===== config.mk =====
export PLATFORM = sky130hd
export DESIGN_NAME = windowed_rms_meter
export DESIGN_NICKNAME = d
export VERILOG_FILES = /design/src/wrm_pkg.sv /design/src/windowed_rms_meter.sv
export SDC_FILE = /design/constraint.sdc
export NUM_CORES = 1
export LEC_CHECK = 0
export BUFFER_PORTS_ARGS = -buffer_cell sky130_fd_sc_hd__buf_2
export CORE_MARGIN = 1.5
export CORE_UTILIZATION = 30
export DETAILED_ROUTE_END_ITERATION = 6
export SYNTH_ARGS = -nofsm -noshare
export SYNTH_HDL_FRONTEND = slang
export SYNTH_SLANG_ARGS = --single-unit

===== constraint.sdc =====
create_clock -name clk -period 7.8 [get_ports clk]
set_input_delay 0.39 -clock clk [delete_from_list [all_inputs] [get_ports clk]]
set_output_delay 0.39 -clock clk [all_outputs]
set_load 0.005 [all_outputs]

===== src/wrm_pkg.sv =====
`default_nettype none
// ----------------------------------------------------------------------------
// wrm_pkg: shared constants and types for the windowed RMS meter
// Field widths, datapath widths and the control state encoding.
// ----------------------------------------------------------------------------
package wrm_pkg;

  localparam int MAX_WINDOW  = 256;
  localparam int SAMPLE_BITS = 16;

  localparam int WLEN_W      = 9;
  localparam int WLEN_RESET  = 32;
  localparam int MEAN_W      = 2 * SAMPLE_BITS - 1;
  localparam int RMS_W       = SAMPLE_BITS;
  localparam int PROD_W      = 2 * SAMPLE_BITS;
  localparam int SUM_W       = MEAN_W + $clog2(MAX_WINDOW);
  localparam int LEN_W       = $clog2(MAX_WINDOW + 1);
  localparam int CMP_W       = (WLEN_W > LEN_W) ? WLEN_W : LEN_W;
  localparam int STEP_W      = $clog2(SUM_W);
  localparam int SQ_SRC_W    = SUM_W + (SUM_W % 2);
  localparam int ROOT_W      = SQ_SRC_W / 2;
  localparam int SQ_REM_W    = ROOT_W + 1;
  localparam int OUT_TDATA_W = ((MEAN_W + RMS_W + 7) / 8) * 8;
  localparam int IN_TDATA_W  = ((SAMPLE_BITS + 7) / 8) * 8;

  typedef enum logic [2:0] {
    ST_IDLE,
    ST_MUL,
    ST_ACC,
    ST_DIV,
    ST_SQRT,
    ST_OUT
  } state_t;

endpackage : wrm_pkg
`default_nettype wire


===== src/windowed_rms_meter.sv =====
`default_nettype none
// ----------------------------------------------------------------------------
// windowed_rms_meter: mean square and RMS of signed samples over a window
// One input word is one signed sample. The sample is squared with a
// bit-serial shift-add multiplier (one multiplier bit per cycle) and added to
// a running sum. A word that does not close the window then returns the
// core to idle for the next word. The word that closes it also runs
// a restoring divider (one quotient bit per cycle) and a digit-by-digit
// square root of the full quotient (two radicand bits per cycle), and then
// loads the output register as soon as that register is free.
// mean_square is the low 31 bits of the quotient and rms_value the low 16
// bits of its root; both only exceed range after a window is shortened while
// partly filled. The output register frees the core, so a pending result does
// not hold up the next sample unless a second result is ready before the
// first is taken. cfg_wdata of 0 acts as 1; values above 256 act as 256.
// Writing the length does not clear a window in flight.
// ----------------------------------------------------------------------------
module windowed_rms_meter (
  input  wire logic                              clk,
  input  wire logic                              rst_n,
  input  wire logic                              cfg_we,
  input  wire logic [wrm_pkg::WLEN_W-1:0]        cfg_wdata,    // window_length
  input  wire logic                              in_tvalid,
  output      logic                              in_tready,
  input  wire logic [wrm_pkg::IN_TDATA_W-1:0]    in_tdata,     // [15:0] sample
  output      logic                              out_tvalid,
  input  wire logic                              out_tready,
  output      logic [wrm_pkg::OUT_TDATA_W-1:0]   out_tdata     // [30:0] mean_square,
                                                                // [46:31] rms_value
);
  import wrm_pkg::*;

  state_t                  state_r, state_nxt;
  logic [STEP_W-1:0]       step_r, step_nxt;
  logic [WLEN_W-1:0]       wlen_r;
  logic [SUM_W-1:0]        sum_r, sum_nxt;
  logic [LEN_W-1:0]        cnt_r, cnt_nxt;
  logic [SAMPLE_BITS-1:0]  mag_r, mag_nxt;
  logic [PROD_W-1:0]       prod_r, prod_nxt;
  logic [SUM_W-1:0]        work_r, work_nxt;
  logic [LEN_W-1:0]        rem_r, rem_nxt;
  logic [LEN_W-1:0]        dlen_r, dlen_nxt;
  logic [MEAN_W-1:0]       mean_r, mean_nxt;
  logic [SQ_SRC_W-1:0]     sq_src_r, sq_src_nxt;
  logic [SQ_REM_W-1:0]     sq_rem_r, sq_rem_nxt;
  logic [ROOT_W-1:0]       root_r, root_nxt;
  logic                    out_valid_r, out_valid_nxt;
  logic [MEAN_W-1:0]       out_mean_r, out_mean_nxt;
  logic [RMS_W-1:0]        out_rms_r, out_rms_nxt;

  logic [SAMPLE_BITS-1:0]  raw;
  logic [SAMPLE_BITS:0]    mul_hi;
  logic [LEN_W-1:0]        eff_len;
  logic [LEN_W-1:0]        cnt_inc;
  logic [LEN_W:0]          div_sh;
  logic                    div_ge;
  logic [SQ_REM_W+1:0]     sq_sh;
  logic [SQ_REM_W+1:0]     sq_trial;
  logic                    sq_ge;
  logic                    out_free;

  // effective window length: 0 acts as 1, saturate at MAX_WINDOW
  always_comb begin
    if (wlen_r == '0) begin
      eff_len = LEN_W'(1);
    end else if (CMP_W'(wlen_r) > CMP_W'(MAX_WINDOW)) begin
      eff_len = LEN_W'(MAX_WINDOW);
    end else begin
      eff_len = LEN_W'(wlen_r);
    end
  end

  assign raw      = in_tdata[SAMPLE_BITS-1:0];
  assign mul_hi   = {1'b0, prod_r[PROD_W-1:SAMPLE_BITS]}
                  + (prod_r[0] ? {1'b0, mag_r} : '0);
  assign cnt_inc  = cnt_r + LEN_W'(1);
  assign div_sh   = {rem_r, work_r[SUM_W-1]};
  assign div_ge   = div_sh >= {1'b0, dlen_r};
  assign sq_sh    = {sq_rem_r, sq_src_r[SQ_SRC_W-1:SQ_SRC_W-2]};
  assign sq_trial = (SQ_REM_W+2)'({root_r, 2'b01});
  assign sq_ge    = sq_sh >= sq_trial;
  assign out_free = !out_valid_r || out_tready;

  assign in_tready  = (state_r == ST_IDLE);
  assign out_tvalid = out_valid_r;
  assign out_tdata  = OUT_TDATA_W'({out_rms_r, out_mean_r});

  always_comb begin
    state_nxt     = state_r;
    step_nxt      = step_r;
    sum_nxt       = sum_r;
    cnt_nxt       = cnt_r;
    mag_nxt       = mag_r;
    prod_nxt      = prod_r;
    work_nxt      = work_r;
    rem_nxt       = rem_r;
    dlen_nxt      = dlen_r;
    mean_nxt      = mean_r;
    sq_src_nxt    = sq_src_r;
    sq_rem_nxt    = sq_rem_r;
    root_nxt      = root_r;
    out_valid_nxt = out_valid_r && !out_tready;
    out_mean_nxt  = out_mean_r;
    out_rms_nxt   = out_rms_r;

    unique case (state_r)
      ST_IDLE: begin
        if (in_tvalid) begin
          mag_nxt   = raw[SAMPLE_BITS-1] ? (~raw + SAMPLE_BITS'(1)) : raw;
          prod_nxt  = {{SAMPLE_BITS{1'b0}}, mag_nxt};
          step_nxt  = STEP_W'(SAMPLE_BITS - 1);
          state_nxt = ST_MUL;
        end
      end
      ST_MUL: begin
        prod_nxt = {mul_hi, prod_r[SAMPLE_BITS-1:1]};
        step_nxt = step_r - STEP_W'(1);
        if (step_r == '0) begin
          state_nxt = ST_ACC;
        end
      end
      ST_ACC: begin
        if (cnt_inc >= eff_len) begin
          work_nxt  = sum_r + SUM_W'(prod_r);
          rem_nxt   = '0;
          dlen_nxt  = eff_len;
          sum_nxt   = '0;
          cnt_nxt   = '0;
          step_nxt  = STEP_W'(SUM_W - 1);
          state_nxt = ST_DIV;
        end else begin
          sum_nxt   = sum_r + SUM_W'(prod_r);
          cnt_nxt   = cnt_inc;
          state_nxt = ST_IDLE;
        end
      end
      ST_DIV: begin
        rem_nxt  = div_ge ? LEN_W'(div_sh - {1'b0, dlen_r}) : div_sh[LEN_W-1:0];
        work_nxt = {work_r[SUM_W-2:0], div_ge};
        step_nxt = step_r - STEP_W'(1);
        if (step_r == '0) begin
          mean_nxt   = work_nxt[MEAN_W-1:0];
          sq_src_nxt = SQ_SRC_W'(work_nxt);
          sq_rem_nxt = '0;
          root_nxt   = '0;
          step_nxt   = STEP_W'(ROOT_W - 1);
          state_nxt  = ST_SQRT;
        end
      end
      ST_SQRT: begin
        sq_rem_nxt = sq_ge ? SQ_REM_W'(sq_sh - sq_trial) : SQ_REM_W'(sq_sh);
        root_nxt   = {root_r[ROOT_W-2:0], sq_ge};
        sq_src_nxt = {sq_src_r[SQ_SRC_W-3:0], 2'b00};
        step_nxt   = step_r - STEP_W'(1);
        if (step_r == '0) begin
          state_nxt = ST_OUT;
        end
      end
      ST_OUT: begin
        if (out_free) begin
          out_valid_nxt = 1'b1;
          out_mean_nxt  = mean_r;
          out_rms_nxt   = root_r[RMS_W-1:0];
          state_nxt     = ST_IDLE;
        end
      end
      default: begin
        state_nxt = ST_IDLE;
      end
    endcase
  end

  always_ff @(posedge clk) begin
    if (!rst_n) begin
      state_r     <= ST_IDLE;
      step_r      <= '0;
      wlen_r      <= WLEN_W'(WLEN_RESET);
      sum_r       <= '0;
      cnt_r       <= '0;
      out_valid_r <= 1'b0;
    end else begin
      state_r     <= state_nxt;
      step_r      <= step_nxt;
      sum_r       <= sum_nxt;
      cnt_r       <= cnt_nxt;
      out_valid_r <= out_valid_nxt;
      if (cfg_we) begin
        wlen_r <= cfg_wdata;
      end
    end
  end

  always_ff @(posedge clk) begin
    mag_r      <= mag_nxt;
    prod_r     <= prod_nxt;
    work_r     <= work_nxt;
    rem_r      <= rem_nxt;
    dlen_r     <= dlen_nxt;
    mean_r     <= mean_nxt;
    sq_src_r   <= sq_src_nxt;
    sq_rem_r   <= sq_rem_nxt;
    root_r     <= root_nxt;
    out_mean_r <= out_mean_nxt;
    out_rms_r  <= out_rms_nxt;
  end

endmodule : windowed_rms_meter
`default_nettype wire


==> flow_summary.toml <==
[floorplan]
start_util = 0.304
ios = 80
core_um2 = 56500
die_w_um = 242
dieArea_um2 = 58700
die_height_um = 242
rows = 87

[hold_path]
hp-class = "in -> reg"
min_path_cells = 1

[critical_path]
path_buf_inv = 0
crit_path_top_delay_cell = "a21o_1"
cpPeakStageDelay_ns = 0.78
cp-end-kind = "flip-flop"
cp.depth = 11
worstSetupStartpointType = "flip-flop"
crit_family = "compound AO/OA/AOI/OAI gates"
worstPathRequired_ns = 8.24
worstPathArrival_ns = 4.51
cpMostUsedCell = "and3_1"
r2r_cells = 11
path_max_fanout = 24
crit_type = "reg -> reg"
crit_chain = "ha_1 -> and3_1 -> and3_1 -> xor2_1 -> ha_1 -> a211o_1 -> o31ai_1 -> a21o_1 -> o21ai_1 -> and3_1 -> a31o_2"

[cells_and_area]
drive_above_1_share = 0.106
syn2layout_area_growth_pct = 14.2
layout_commonest_cell = "edfxtp_1"
antenna_cells = 0
mostFrequentLayoutCells = "edfxtp_1 (264), nand2_1 (251), nor2_1 (189)"
final_util = 0.347
fillers = 5676
fin_nets = 1856
multiInputGateArea_um2 = 7400
seqCellArea_um2 = 9270

[logic_synthesis]
postSynthAreaPerCell_um2 = 10.3
synth_flop_cell = "edfxtp_1"
ys_async_sr_fraction = 0
yosysWarnings = 0
synth_edf_count = 264
syn-cell-area_um2 = 17200
synth_nets = 1788
ys_types = 68
syn_inst = 1664
ys_ff_latch = 331
seq_area_frac_synth = 0.540

[placement]
numPortBuffers = 78
gp_congestion = 0.858
dpl.hpwl_mm = 27.7

[timing]
tightest_slew_ns = 1.03
period_needed_ns = 4.07
rsz0062_at_grt = "false"
fin_crit_sh = 0.522
drv_slew = 0
finalSetupViolCount = 0
clock_skew_ns = 0.0187
hold_viol = 0
relSlewSlack = 0.312
tns_ns = 0
fmax_ghz = 0.246

[clock_network]
cts-root-buf = "clkbuf_16"
ctsHoldBuffers = 0
clk_path_buf_depth = 3
clk_pin_slew_ns = 0.06
ctsResizeCount = 0
h-tree-depth = 2
clkLatencyLatePin_ns = 0.56
cts-buffers-inserted = 38
post_cts.repair.setup_buffers = 0
cts_tree = "built"
clock-sinks = 331

[route]
wire_per_inst_um = 15.7
drt-initial-drc-count = 842
vias_per_cell = 4.88
firstDrtPassIters = 5
drcViolationCount = 0
final_antenna_net_count = 0
vias = 12300
wirelength_mm = 39.4

[power_and_ir_drop]
power_leakage_nw = 7.75
peakVddDrop_uv = 111
powerDensity_nw_per_um2 = 221

[global_routing]
grt-ovfl-total = 0
grt_pass1_wl_mm = 64.3
grt_start_max_net_pins = 81
grt_util_all_layers = 0.134
antenna_found_initial = 0
grt_pass1_vias = 12100

[run]
drv_cap = 0

[status]
run_status = "completed"
[cell usage after synthesis, types with 4 or more instances]
cell / instances / area share
nor4_1: 8 / 0.0029
clkbuf_1: 54 / 0.012
a22oi_1: 7 / 0.0031
inv_1: 73 / 0.016
o31a_1: 4 / 0.0020
or3_1: 13 / 0.0047
o21ai_0: 82 / 0.024
mux2_2: 12 / 0.0079
or2_2: 9 / 0.0033
o21bai_1: 6 / 0.0026
o31ai_1: 5 / 0.0022
a21boi_0: 4 / 0.0017
nand2b_1: 13 / 0.0047
a31oi_1: 22 / 0.0080
xor2_1: 34 / 0.017
ha_1: 91 / 0.066
nand4_1: 16 / 0.0058
a22o_1: 9 / 0.0046
nor2b_1: 13 / 0.0047
xnor2_1: 48 / 0.024
nor3b_1: 5 / 0.0022
nand3_1: 38 / 0.011
and3_1: 14 / 0.0051
mux2i_1: 34 / 0.020
edfxtp_1: 264 / 0.46
o22ai_1: 4 / 0.0015
o211ai_1: 11 / 0.0048
a21oi_1: 99 / 0.029
a21o_1: 31 / 0.014
nand3b_1: 7 / 0.0031
buf_1: 6 / 0.0013
o21a_1: 11 / 0.0048
a211o_1: 4 / 0.0020
dfxtp_1: 67 / 0.078
a211oi_1: 10 / 0.0044
nor2_1: 194 / 0.042
nand2_1: 252 / 0.055
and2_1: 23 / 0.0084
nor3_1: 25 / 0.0073
[per-layer routing]
layer	routed length, um	track usage	up-vias
met3	1870	0.0214	70
met1	18900	0.183	5863
met5	0	0	-
met4	1080	0.0476	0
li1	-	-	6097
met2	17600	0.215	265
[power by group]
group | switching (mW) | total (mW) | internal [mW]
clock network | 0.731 | 1.76 | 1.03
registers | 0.0597 | 2.05 | 1.99
logic | 0.327 | 0.526 | 0.199
total | 1.12 | 4.34 | 3.22
[logic make-up after synthesis]
group,synth area share
muxes,0.0277
other,0.000218
buffers and inverters,0.0315
adders and majority gates,0.0698
AOI/OAI and AO/OA,0.124
and+or+nand+nor,0.165
xor gates and xnor gates,0.0418
DFF,0.540
[through the flow]
stage          total power [mW]  hold slack, ns  setup slack [ns]  cell area (um2)  std cells
2_1_floorplan              2.45           0.400            0.0314            17200       1664
3_3_place_gp               2.59           0.405              3.93            18400       2448
3_5_place_dp               2.61           0.405              3.76            18400       2448
4_1_cts                    4.39          0.0212              3.75            19600       2517
5_1_grt                    4.53          0.0422              3.34            19600       2517
6_report                   4.34          0.0535              3.73            19600       2517
[state kept, by name (all words and copies together), names as in the netlist]
signal      count
cnt_r           9
dlen_r          9
mag_r          16
mean_r         31
out_mean_r     31
out_rms_r      16
out_tvalid      1
prod_r         32
rem_r           9
root_r         20
sq_rem_r       21
sq_src_r       40
state_r         3
step_r          6
sum_r          39
wlen_r          9
work_r         39
[final timing paths]
path	to	start	slack [ns]
worst max-delay path	step_r[5]$_SDFFE_PN0P_	cnt_r[0]$_SDFFE_PN0P_	3.73
worst min-delay path	mag_r[0]$_DFFE_PP_	in_tdata[0]	0.05
worst min register to register	out_mean_r[19]$_DFFE_PP_	mean_r[19]$_DFFE_PP_	0.42
worst max register to register	step_r[5]$_SDFFE_PN0P_	cnt_r[0]$_SDFFE_PN0P_	3.73
[final cells by class]
type | count | area share
Inverter | 74 | 0.0142
Timing Repair Buffer | 92 | 0.0253
Clock inverter | 24 | 0.0119
Clock buffer | 45 | 0.0499
Sequential cell | 331 | 0.473
Multi-Input combinational cell | 1195 | 0.378
Tap cell | 756 | 0.0483
[worst reg2reg max path: cells and delay by family, from the launching register on]
| kind | cells | cell delay (ns) |
|---|---|---|
| AO/OA/AOI/OAI | 5 | 2.08 |
| XOR/XNOR | 1 | 0.20 |
| flip-flops | 1 | 0.39 |
| AND/OR/NAND/NOR | 3 | 0.77 |
| adder cells (fa/ha/maj) | 2 | 0.53 |
No activity file was read; power rests on OpenSTA's default activity.
